File: config.mk
export PLATFORM = sky130hd
export DESIGN_NAME = banked_memory_mapper_flat
export DESIGN_NICKNAME = d
export VERILOG_FILES = /design/src/rtl/core/bmm_pkg.sv /design/src/rtl/core/bmm_if.sv /design/src/rtl/core/bmm_translate.sv /design/src/rtl/core/banked_memory_mapper.sv /design/src/flat_wrapper.sv
export SDC_FILE = /design/constraint.sdc
export NUM_CORES = 1
export LEC_CHECK = 0
export ABC_AREA = 1
export BUFFER_PORTS_ARGS = -buffer_cell sky130_fd_sc_hd__buf_2
export CAP_MARGIN = 10
export CELL_PAD_IN_SITES_DETAIL_PLACEMENT = 1
export CELL_PAD_IN_SITES_GLOBAL_PLACEMENT = 2
export CORE_MARGIN = 4
export CORE_UTILIZATION = 33
export DETAILED_ROUTE_END_ITERATION = 10
export PLACE_DENSITY = 0.91
export SYNTH_ARGS = -nofsm -noshare
export SYNTH_HDL_FRONTEND = slang
export SYNTH_SLANG_ARGS = --single-unit
File: constraint.sdc
create_clock -name clk_i -period 4.8 [get_ports clk_i]
set_input_delay 1.44 -clock clk_i [delete_from_list [all_inputs] [get_ports clk_i]]
set_output_delay 1.44 -clock clk_i [all_outputs]
set_load 0.1 [all_outputs]
File: src/rtl/core/bmm_pkg.sv
// Shared types and constants for the banked memory mapper.
package bmm_pkg;

  localparam int unsigned WindowBits = 11;
  localparam int unsigned AddrWidth  = 16;
  localparam int unsigned OffWidth   = 18;
  localparam int unsigned DataWidth  = 8;

  typedef enum logic [1:0] {
    OP_MEM_READ  = 2'd0,
    OP_MEM_WRITE = 2'd1,
    OP_PORT_WRITE = 2'd2,
    OP_NOP       = 2'd3
  } opcode_e;

  typedef enum logic [2:0] {
    REGION_NONE   = 3'd0,
    REGION_IPL    = 3'd1,
    REGION_BASIC  = 3'd2,
    REGION_EXT    = 3'd3,
    REGION_RAM    = 3'd4,
    REGION_COMMON = 3'd5
  } region_e;

  localparam logic [7:0] PortMode    = 8'hfd;
  localparam logic [7:0] PortBank    = 8'hfe;
  localparam logic [7:0] PortDisable = 8'hff;

  localparam logic [15:0] CommonBase = 16'hf800;

  // Mapper registers as seen by the translation logic.
  typedef struct packed {
    logic [1:0] system_mode;
    logic [2:0] rom_option;
    logic [3:0] upper_bank;
    logic       mid_low_disable;
    logic       mid_high_disable;
  } mapper_cfg_t;

  typedef struct packed {
    region_e               region;
    logic [OffWidth-1:0]   offset;
    logic                  read_only;
  } xlat_t;

endpackage

File: src/rtl/core/bmm_if.sv
// Valid/ready channel interfaces for mapper requests and results.
interface bmm_req_if;
  logic        valid;
  logic        ready;
  logic [1:0]  opcode;
  logic [15:0] address;
  logic [7:0]  data;

  modport source (output valid, output opcode, output address, output data, input ready);
  modport sink   (input valid, input opcode, input address, input data, output ready);
endinterface

interface bmm_rsp_if;
  logic        valid;
  logic        ready;
  logic [2:0]  region;
  logic [17:0] offset;
  logic        is_write;
  logic [7:0]  write_data;

  modport source (output valid, output region, output offset, output is_write,
                  output write_data, input ready);
  modport sink   (input valid, input region, input offset, input is_write,
                  input write_data, output ready);
endinterface

File: src/rtl/core/bmm_translate.sv
// Address decoder: maps a CPU address to region and offset for the current mode.
module bmm_translate (
  input  bmm_pkg::mapper_cfg_t cfg_i,
  input  logic [15:0]          addr_i,
  output bmm_pkg::xlat_t       xlat_o
);
  import bmm_pkg::*;

  logic [1:0] mo_m3;
  logic [1:0] mo_p1;
  logic [3:0] ma_p4;
  logic [3:0] ma_p2;

  // ROM options 3..6 select extension banks 0..3
  assign mo_m3 = cfg_i.rom_option[1:0] - 2'd3;
  assign mo_p1 = cfg_i.rom_option[1:0] + 2'd1;
  assign ma_p4 = cfg_i.upper_bank + 4'd4;
  assign ma_p2 = cfg_i.upper_bank + 4'd2;

  always_comb begin
    xlat_o.region    = REGION_NONE;
    xlat_o.offset    = '0;
    xlat_o.read_only = 1'b0;

    if (cfg_i.system_mode == 2'd1) begin
      if (addr_i < CommonBase) begin
        xlat_o.region = REGION_RAM;
        xlat_o.offset = {2'b00, addr_i};
      end else begin
        xlat_o.region = REGION_COMMON;
        xlat_o.offset = {{(OffWidth-WindowBits){1'b0}}, addr_i[WindowBits-1:0]};
      end
    end else if (addr_i[15:13] == 3'b000) begin
      unique case (cfg_i.system_mode)
        2'd0: begin
          xlat_o.region    = REGION_IPL;
          xlat_o.offset    = {6'd1, addr_i[11:0]};
          xlat_o.read_only = 1'b1;
        end
        2'd2: begin
          xlat_o.region    = REGION_BASIC;
          xlat_o.offset    = {2'b00, addr_i};
          xlat_o.read_only = 1'b1;
        end
        default: begin
          xlat_o.region = REGION_RAM;
          xlat_o.offset = {2'b00, addr_i};
        end
      endcase
    end else if (addr_i[15:14] == 2'b00) begin
      // Option window at 0x2000..0x3fff
      if (cfg_i.system_mode == 2'd0) begin
        xlat_o.region    = REGION_BASIC;
        xlat_o.offset    = {2'b00, addr_i};
        xlat_o.read_only = 1'b1;
      end else if (cfg_i.rom_option >= 3'd3 && cfg_i.rom_option <= 3'd6) begin
        xlat_o.region    = REGION_EXT;
        xlat_o.offset    = {3'b000, mo_m3, addr_i[12:0]};
        xlat_o.read_only = 1'b1;
      end else if (cfg_i.rom_option <= 3'd2) begin
        if (cfg_i.system_mode == 2'd2) begin
          xlat_o.region    = REGION_BASIC;
          xlat_o.offset    = {3'b000, mo_p1, addr_i[12:0]};
          xlat_o.read_only = 1'b1;
        end else if (cfg_i.rom_option == 3'd0) begin
          xlat_o.region = REGION_RAM;
          xlat_o.offset = {2'b00, addr_i};
        end else begin
          xlat_o.region = REGION_RAM;
          xlat_o.offset = {4'b0011, cfg_i.rom_option[1], addr_i[12:0]};
        end
      end
    end else if (addr_i[15:14] == 2'b01) begin
      if (!cfg_i.mid_low_disable) begin
        xlat_o.region = REGION_RAM;
        xlat_o.offset = {2'b00, addr_i};
      end
    end else if (addr_i[15:14] == 2'b10) begin
      if (!cfg_i.mid_high_disable) begin
        xlat_o.region = REGION_RAM;
        xlat_o.offset = {2'b00, addr_i};
      end
    end else begin
      // Upper bank window at 0xc000..0xffff
      if (cfg_i.upper_bank == 4'd15) begin
        if (addr_i >= CommonBase) begin
          xlat_o.region = REGION_COMMON;
          xlat_o.offset = {{(OffWidth-WindowBits){1'b0}}, addr_i[WindowBits-1:0]};
        end
      end else if (cfg_i.system_mode == 2'd3) begin
        if (cfg_i.upper_bank <= 4'd11) begin
          xlat_o.region = REGION_RAM;
          xlat_o.offset = {ma_p4, addr_i[13:0]};
        end
      end else if (cfg_i.upper_bank == 4'd0) begin
        xlat_o.region = REGION_RAM;
        xlat_o.offset = {2'b00, addr_i};
      end else if (cfg_i.upper_bank == 4'd1) begin
        xlat_o.region = REGION_RAM;
        xlat_o.offset = {4'b0000, addr_i[13:0]};
      end else if (cfg_i.system_mode == 2'd2 && cfg_i.upper_bank <= 4'd13) begin
        xlat_o.region = REGION_RAM;
        xlat_o.offset = {ma_p2, addr_i[13:0]};
      end
    end
  end

endmodule

File: src/rtl/core/banked_memory_mapper.sv
// Banked memory mapper top level: mapper registers, decode and result register.
//
// Usage:
//   req_i carries one CPU transaction per beat: opcode (memory read, memory
//   write, I/O port write), 16-bit address and data byte. Port writes to
//   0xfd, 0xfe and 0xff load the mode, ROM option / upper bank and RAM
//   disable registers; they return a result with region none.
//   rsp_o returns exactly one result per request: region, 18-bit offset,
//   is_write and write_data. Reads and unmapped or ROM writes return
//   is_write low and write_data zero.
//   The decode sits between the request handshake and a single result
//   register. Throughput is one transaction per cycle; a request that
//   follows a port write already sees the new mapping.
//   When rsp_o stalls with a result held, req_i.ready drops until the
//   result is taken; otherwise a new request is taken every cycle.
//   Reset clears all mapper registers (mode zero, bank zero, RAM enabled)
//   and empties the result register.
module banked_memory_mapper (
  input  logic      clk_i,
  input  logic      rst_ni,
  bmm_req_if.sink   req_i,
  bmm_rsp_if.source rsp_o
);
  import bmm_pkg::*;

  mapper_cfg_t cfg_q, cfg_d;
  xlat_t       xlat;

  logic        req_fire;
  logic        rsp_valid_q;
  logic [2:0]  region_q, region_d;
  logic [17:0] offset_q, offset_d;
  logic        is_write_q, is_write_d;
  logic [7:0]  wdata_q, wdata_d;

  bmm_translate u_translate (
    .cfg_i  (cfg_q),
    .addr_i (req_i.address),
    .xlat_o (xlat)
  );

  assign req_i.ready = !rsp_valid_q || rsp_o.ready;
  assign req_fire    = req_i.valid && req_i.ready;

  always_comb begin
    cfg_d      = cfg_q;
    region_d   = REGION_NONE;
    offset_d   = '0;
    is_write_d = 1'b0;
    wdata_d    = '0;
    unique case (opcode_e'(req_i.opcode))
      OP_MEM_READ: begin
        region_d = xlat.region;
        offset_d = xlat.offset;
      end
      OP_MEM_WRITE: begin
        // drop writes that hit ROM or nothing
        if (xlat.region != REGION_NONE && !xlat.read_only) begin
          region_d   = xlat.region;
          offset_d   = xlat.offset;
          is_write_d = 1'b1;
          wdata_d    = req_i.data;
        end
      end
      OP_PORT_WRITE: begin
        if (req_i.address[7:0] == PortMode) begin
          cfg_d.system_mode = req_i.data[1:0];
        end else if (req_i.address[7:0] == PortBank) begin
          cfg_d.rom_option = req_i.data[2:0];
          cfg_d.upper_bank = req_i.data[7:4];
        end else if (req_i.address[7:0] == PortDisable) begin
          cfg_d.mid_low_disable  = req_i.data[0];
          cfg_d.mid_high_disable = req_i.data[1];
        end
      end
      default: begin
      end
    endcase
  end

  always_ff @(posedge clk_i or negedge rst_ni) begin
    if (!rst_ni) begin
      cfg_q       <= '0;
      rsp_valid_q <= 1'b0;
    end else begin
      if (req_fire) begin
        cfg_q       <= cfg_d;
        rsp_valid_q <= 1'b1;
      end else if (rsp_o.ready) begin
        rsp_valid_q <= 1'b0;
      end
    end
  end

  always_ff @(posedge clk_i) begin
    if (req_fire) begin
      region_q   <= region_d;
      offset_q   <= offset_d;
      is_write_q <= is_write_d;
      wdata_q    <= wdata_d;
    end
  end

  assign rsp_o.valid      = rsp_valid_q;
  assign rsp_o.region     = region_q;
  assign rsp_o.offset     = offset_q;
  assign rsp_o.is_write   = is_write_q;
  assign rsp_o.write_data = wdata_q;

endmodule

File: src/flat_wrapper.sv
// flat-port wrapper written by rule: the top's interface ports become plain ports
module banked_memory_mapper_flat import bmm_pkg::*;
  (clk_i, rst_ni, req_i_valid, req_i_opcode, req_i_address, req_i_data, req_i_ready, rsp_o_valid, rsp_o_region, rsp_o_offset, rsp_o_is_write, rsp_o_write_data, rsp_o_ready);
  bmm_req_if req_i_i ();
  bmm_rsp_if rsp_o_i ();
  input  logic clk_i;
  input  logic rst_ni;
  input wire logic [$bits(req_i_i.valid)-1:0] req_i_valid;
  input wire logic [$bits(req_i_i.opcode)-1:0] req_i_opcode;
  input wire logic [$bits(req_i_i.address)-1:0] req_i_address;
  input wire logic [$bits(req_i_i.data)-1:0] req_i_data;
  output wire logic [$bits(req_i_i.ready)-1:0] req_i_ready;
  output wire logic [$bits(rsp_o_i.valid)-1:0] rsp_o_valid;
  output wire logic [$bits(rsp_o_i.region)-1:0] rsp_o_region;
  output wire logic [$bits(rsp_o_i.offset)-1:0] rsp_o_offset;
  output wire logic [$bits(rsp_o_i.is_write)-1:0] rsp_o_is_write;
  output wire logic [$bits(rsp_o_i.write_data)-1:0] rsp_o_write_data;
  input wire logic [$bits(rsp_o_i.ready)-1:0] rsp_o_ready;
  assign req_i_i.valid = req_i_valid;
  assign req_i_i.opcode = req_i_opcode;
  assign req_i_i.address = req_i_address;
  assign req_i_i.data = req_i_data;
  assign req_i_ready = req_i_i.ready;
  assign rsp_o_valid = rsp_o_i.valid;
  assign rsp_o_region = rsp_o_i.region;
  assign rsp_o_offset = rsp_o_i.offset;
  assign rsp_o_is_write = rsp_o_i.is_write;
  assign rsp_o_write_data = rsp_o_i.write_data;
  assign rsp_o_i.ready = rsp_o_ready;
  banked_memory_mapper u_core (.clk_i(clk_i), .rst_ni(rst_ni), .req_i(req_i_i), .rsp_o(rsp_o_i));
endmodule
### Word level (Yosys, flattened, before mapping)

Index checks and enable logic that the tools add are counted.

| word-level totals | value |
|---|---|
| register bits after elaboration | 42 |
| bits of input ports | 30 |
| output and inout port bits | 32 |
| logic and storage cells | 87 |

| cells by class | value |
|---|---|
| $add $sub $neg | 4 |
| $lt $le $gt $ge | 7 |
| equality and inequality tests | 12 |
| multiplexer cells | 32 |
| bitwise gates (word level) | 2 |
| reductions and logical operators | 20 |

Operators by type and width:

| cell | count |
|---|---|
| $mux 21 | 14 |
| $mux 22 | 4 |
| $pmux 21 s2 | 1 |
| $pmux 18 s2 | 1 |
| $eq 8x8->1 const B | 3 |
| $mux 19 | 1 |
| $mux 18 | 1 |
| $ge 16x16->1 const B | 1 |
| $lt 16x16->1 const B | 1 |
| $mux 16 | 1 |
| $eq 2x2->1 const B | 4 |
| $le 4x4->1 const B | 2 |
| $mux 1 | 7 |
| $eq 2x1->1 const B | 3 |
| $logic_not 2->1 | 3 |
| $logic_not 3->1 | 2 |
| $pmux 3 s2 | 1 |
| $reduce_and 5->1 | 1 |
| $add 4x2->4 const B | 1 |
| $add 4x3->4 const B | 1 |
| $eq 4x1->1 const B | 1 |
| $eq 4x4->1 const B | 1 |
| $logic_and 1x1->1 | 4 |
| $logic_not 4->1 | 1 |
| other kinds (15) | 17 |

### Longest topological paths before layout

| depth | value |
|---|---|
| word-level depth | 16 |
| depth in mapped cells | 13 |
| depth with buffers taken out | 13 |

### By module

Synthesis repeated with hierarchy kept, for this count alone.

| second synthesis, totals | value |
|---|---|
| cell total of the unflattened synthesis | 337 |
| area, all modules | 2653.8 µm² |

Modules (own cells, without submodules):

| module | instances | cells each | area an instance (µm²) | seq. area each (µm²) |
|---|---|---|---|---|
| banked_memory_mapper | 1 | 176 | 1800.5 | 1201.2 |
| bmm_translate | 1 | 161 | 853.3 | 0.0 |

### Least setup slack after synthesis

OpenSTA, ideal clock, no wires.

| timing path | value |
|---|---|
| path kind | in2reg |
| from | input req_i_valid |
| to | register u_core.cfg_q[4] (netlist bit) |
| library setup time | 126 ps |
| arrival time | 3847 ps |
| data required time | 4674 ps |
| path slack | 827 ps |
| cell stages on the path | 6 |
| buffers on the path | 1 |
| cells stage by stage | inv_1 a21oi_1 nand3_1 buf_2 nand2_1 o21ai_0 |

| on the way | value |
|---|---|
| cells in the longest elaborated chain, start to end | 2 |

Ends and longest elaborated chain:

| item | RTL line | text |
|---|---|---|
| from (decl) | flat_wrapper.sv:8 | `input wire logic [$bits(req_i_i.valid)-1:0] req_i_valid;` |
| $logic_and 1x1->1 | banked_memory_mapper.sv:43 | `assign req_fire = req_i.valid && req_i.ready;` |
| net u_core.req_fire | banked_memory_mapper.sv:29 | `logic req_fire;` |
| $reduce_and 4->1 (no source line) | n/a |  |
| to (signal assigned) | banked_memory_mapper.sv:87 | `cfg_q <= cfg_d;` |
| to (decl) | banked_memory_mapper.sv:26 | `mapper_cfg_t cfg_q, cfg_d;` |

The timed path passes the listed nets, and every way through them passes these cells.
A chain may end at the register's enable or synchronous reset.

### Final worst setup path

| timing path | value |
|---|---|
| from | input rsp_o_ready |
| to | output req_i_ready |

| on the way | value |
|---|---|
| cells in the longest elaborated chain, start to end | 1 |

Ends and longest elaborated chain:

| item | RTL line | text |
|---|---|---|
| from (decl) | flat_wrapper.sv:18 | `input wire logic [$bits(rsp_o_i.ready)-1:0] rsp_o_ready;` |
| $logic_or 1x1->1 | banked_memory_mapper.sv:42 | `assign req_i.ready = !rsp_valid_q \|\| rsp_o.ready;` |
| to (decl) | flat_wrapper.sv:12 | `output wire logic [$bits(req_i_i.ready)-1:0] req_i_ready;` |

No other way between the ends.

==> flow_summary.ini <==
[timing]
worst_clock_skew_ns = 0.00573
finalSetupTns_ns = 0
fmax_mhz = 284
drv_slew = 0
min_period_ns = 3.53
setup_violations = 0
period_share = 0.735
rsz0062_at_grt = false
hold_viol = 0
max-slew-margin-rel = 0.506
timing_worst_slew_pin_value_ns = 0.738

[setup_path]
worst_path_largest_cell_delay_ns = 0.43
crit_path_cell_trace = buf_2 > inv_1 > nand2_1 > buf_2
cp-start-kind = input port
cp_max_fo = 2
slowest_stage = buf_2
crit_buf_inv = 3
critPathArrivalTime_ns = 2.09
crit_top_cell = buf_2
critPathTopFamily = buffers and inverters
criticalPathCategory = input port to output pin
crit_required_ns = 3.36
end_kind = output pin

[power_and_ir_drop]
p_seq_frac = 0.488
clock_power_share = 0.272
internal-power_uw = 558
combPwrFrac = 0.240
powerDensity_nw_per_um2 = 281
vdd_ir_drop_max_uv = 158
leakage_uw = 0.00155
swShare = 0.338
switchingPower_uw = 285

[die]
num_rows = 31
dieArea_um2 = 9110
start_util = 0.344
ios = 62
die_x_um = 95.5
core_um2 = 7330
dieHeight_um = 95.5

[logic_synthesis]
ys.warnings.count = 0
synth_top_area_share = 0.357
synth_edf_count = 30
yosysTopAreaCell = edfxtp_1
syn-num-nets = 345
ys_top_cells_by_count = nand2_1 (64), inv_1 (60), edfxtp_1 (30)
synthTopCellsByArea = edfxtp_1 (36%), dfrtp_1 (12%), nand2_1 (9.5%)
synthCells = 308
synth_flop_cell = edfxtp_1
synth.most_common_cell = nand2_1
synth_seq_area_share = 0.476
synthDistinctLibCells = 28
netlist_area_um2 = 2520
synth-async-reset-ratio = 0.286
avgSynthCellArea_um2 = 8.20
ys_ff_latch = 42

[final_layout]
multi_input_area_um2 = 1030
drive_gt1_frac = 0.254
seq_area_um2 = 1200
stdcell_count = 469
synthToLayoutAreaGrowth_pct = 18.8
fill_cells = 932
nets = 406
diodes = 0

[global_routing]
grt.total_usage = 0.145
grt_max_degree = 33
grt_overflow = 0
grt_pass1_vias = 2275
antenna_found_initial = 0
grt_pass1_wl_um = 10500

[route]
route.antenna.remaining_nets = 0
drtPass1Iterations = 4
drt_wl_total_um = 6290
drc = 0
post_drt_wl_per_cell_um = 13.4
first_iter_violations = 56
drt-vias-per-instance = 4.64
vias = 2175

[worst_hold_path]
hp-class = flop to flop

[status]
status = finished, final reports clean

[placed_design]
dp_cells = 461
gp_congestion = 0.883
hpwlAfterDp_um = 5080
portBuffers = 61

[clock_network]
cts_tree = done
post_cts.repair.setup_buffers = 0
clockBufferDepth = 2
clkSinkCount = 42
cts.repair.resized = 0
htree_levels = 2
holdBufCountCts = 0
clock_latency_ns = 0.28
path_clk_slew_ns = 0.07
clockRootBuffer = clkbuf_8
cts_buffers = 5

[run]
maxCapViolCount = 0
## tightest hold or removal path: cells and delay by family, from the launching register on
family,cells,cell delay (ns)
and+or+nand+nor,1,0.05
AOI/OAI and AO/OA,1,0.06
DFF,1,0.34
## final cells by class
type                    count  share of cell area
multi-input cells         195               0.345
repair buffers             62               0.104
well taps                  99              0.0413
flip-flops and latches     42               0.400
clock buffers               7              0.0288
inverters                  63              0.0788
clock inverters             1             0.00167
## layer usage
layer  global-route usage  share of wire
met1                0.183           0.45
met2                0.259           0.50
met3               0.0276          0.046
met4               0.0296          0.010
met5                    0              0
## final timing paths
check                                 from  slack, ns                      end  cells past startpoint
max                            rsp_o_ready       1.27              req_i_ready                      4
min                        u_core.cfg_q[0]       0.50          u_core.cfg_q[0]                      2
max reg2reg                u_core.cfg_q[6]       2.59  u_core.rsp_o.offset[11]                     10
min in group asynchronous           rst_ni       1.02       u_core.rsp_o.valid                      1
max in group asynchronous           rst_ni       3.56          u_core.cfg_q[1]                      1
min reg2reg                u_core.cfg_q[0]       0.50          u_core.cfg_q[0]                      2
## power by group through the flow
stage,logic [µW],clock network [µW],registers [µW]
after floorplan,60.4,0,520
after global placement,203,0,419
after detailed placement,204,0,420
after CTS,205,236,412
after global routing,217,255,413
final,203,229,411
## cells in the final DEF (no fill, tap or decap)
cell      synthesis  final
nand2_1          64     64
buf_2             1     61
inv_1            60     60
edfxtp_1         30     30
nor2_1           28     28
nand3_1          17     17
o21ai_0          15     15
o211ai_1         14     14
a21oi_1          14     13
dfrtp_1          12     12
nor2_2            8      8
nand2_2           7      7
ha_1              7      7
nor3_1            6      6
clkbuf_8          0      6
nand4_1           5      5
inv_2             3      3
nand3b_1          2      2
nand2_4           2      2
a21oi_4           1      2
or2_4             1      1
nand3_2           1      1
nor2_4            1      1
xnor2_1           1      1
nor4_1            1      1
clkinv_2          0      1
clkbuf_1          2      1
buf_4             2      1
## cell families after synthesis
logic type	after synthesis	synth area share
AOI/OAI and AO/OA	44	0.106
xor gates and xnor gates	1	0.00347
adders and majority gates	7	0.0347
buffers and inverters	71	0.119
DFF	42	0.476
and+or+nand+nor	143	0.261
## flip-flops by register name, summed over array words and instances, names as in the netlist
register / cells
u_core.rsp_o.write_data: 8
u_core.rsp_o.offset: 18
u_core.rsp_o.region: 3
u_core.rsp_o.valid: 1
u_core.rsp_o.is_write: 1
u_core.cfg_q: 11
## metrics by stage
step / total power [µW] / setup WS (ns) / util / hold WS [ns] / instance area (µm²)
after global routing: 886 / 1.23 / 0.409 / 0.542 / 3000
after CTS: 853 / 1.27 / 0.409 / 0.498 / 3000
final: 843 / 1.27 / 0.409 / 0.495 / 3000
after detailed placement: 624 / 1.27 / 0.397 / 0.482 / 2910
after global placement: 621 / 1.29 / 0.397 / 0.470 / 2910
after floorplan: 581 / 0.827 / - / 0.444 / 2520
(Power assumes the default switching activity.)
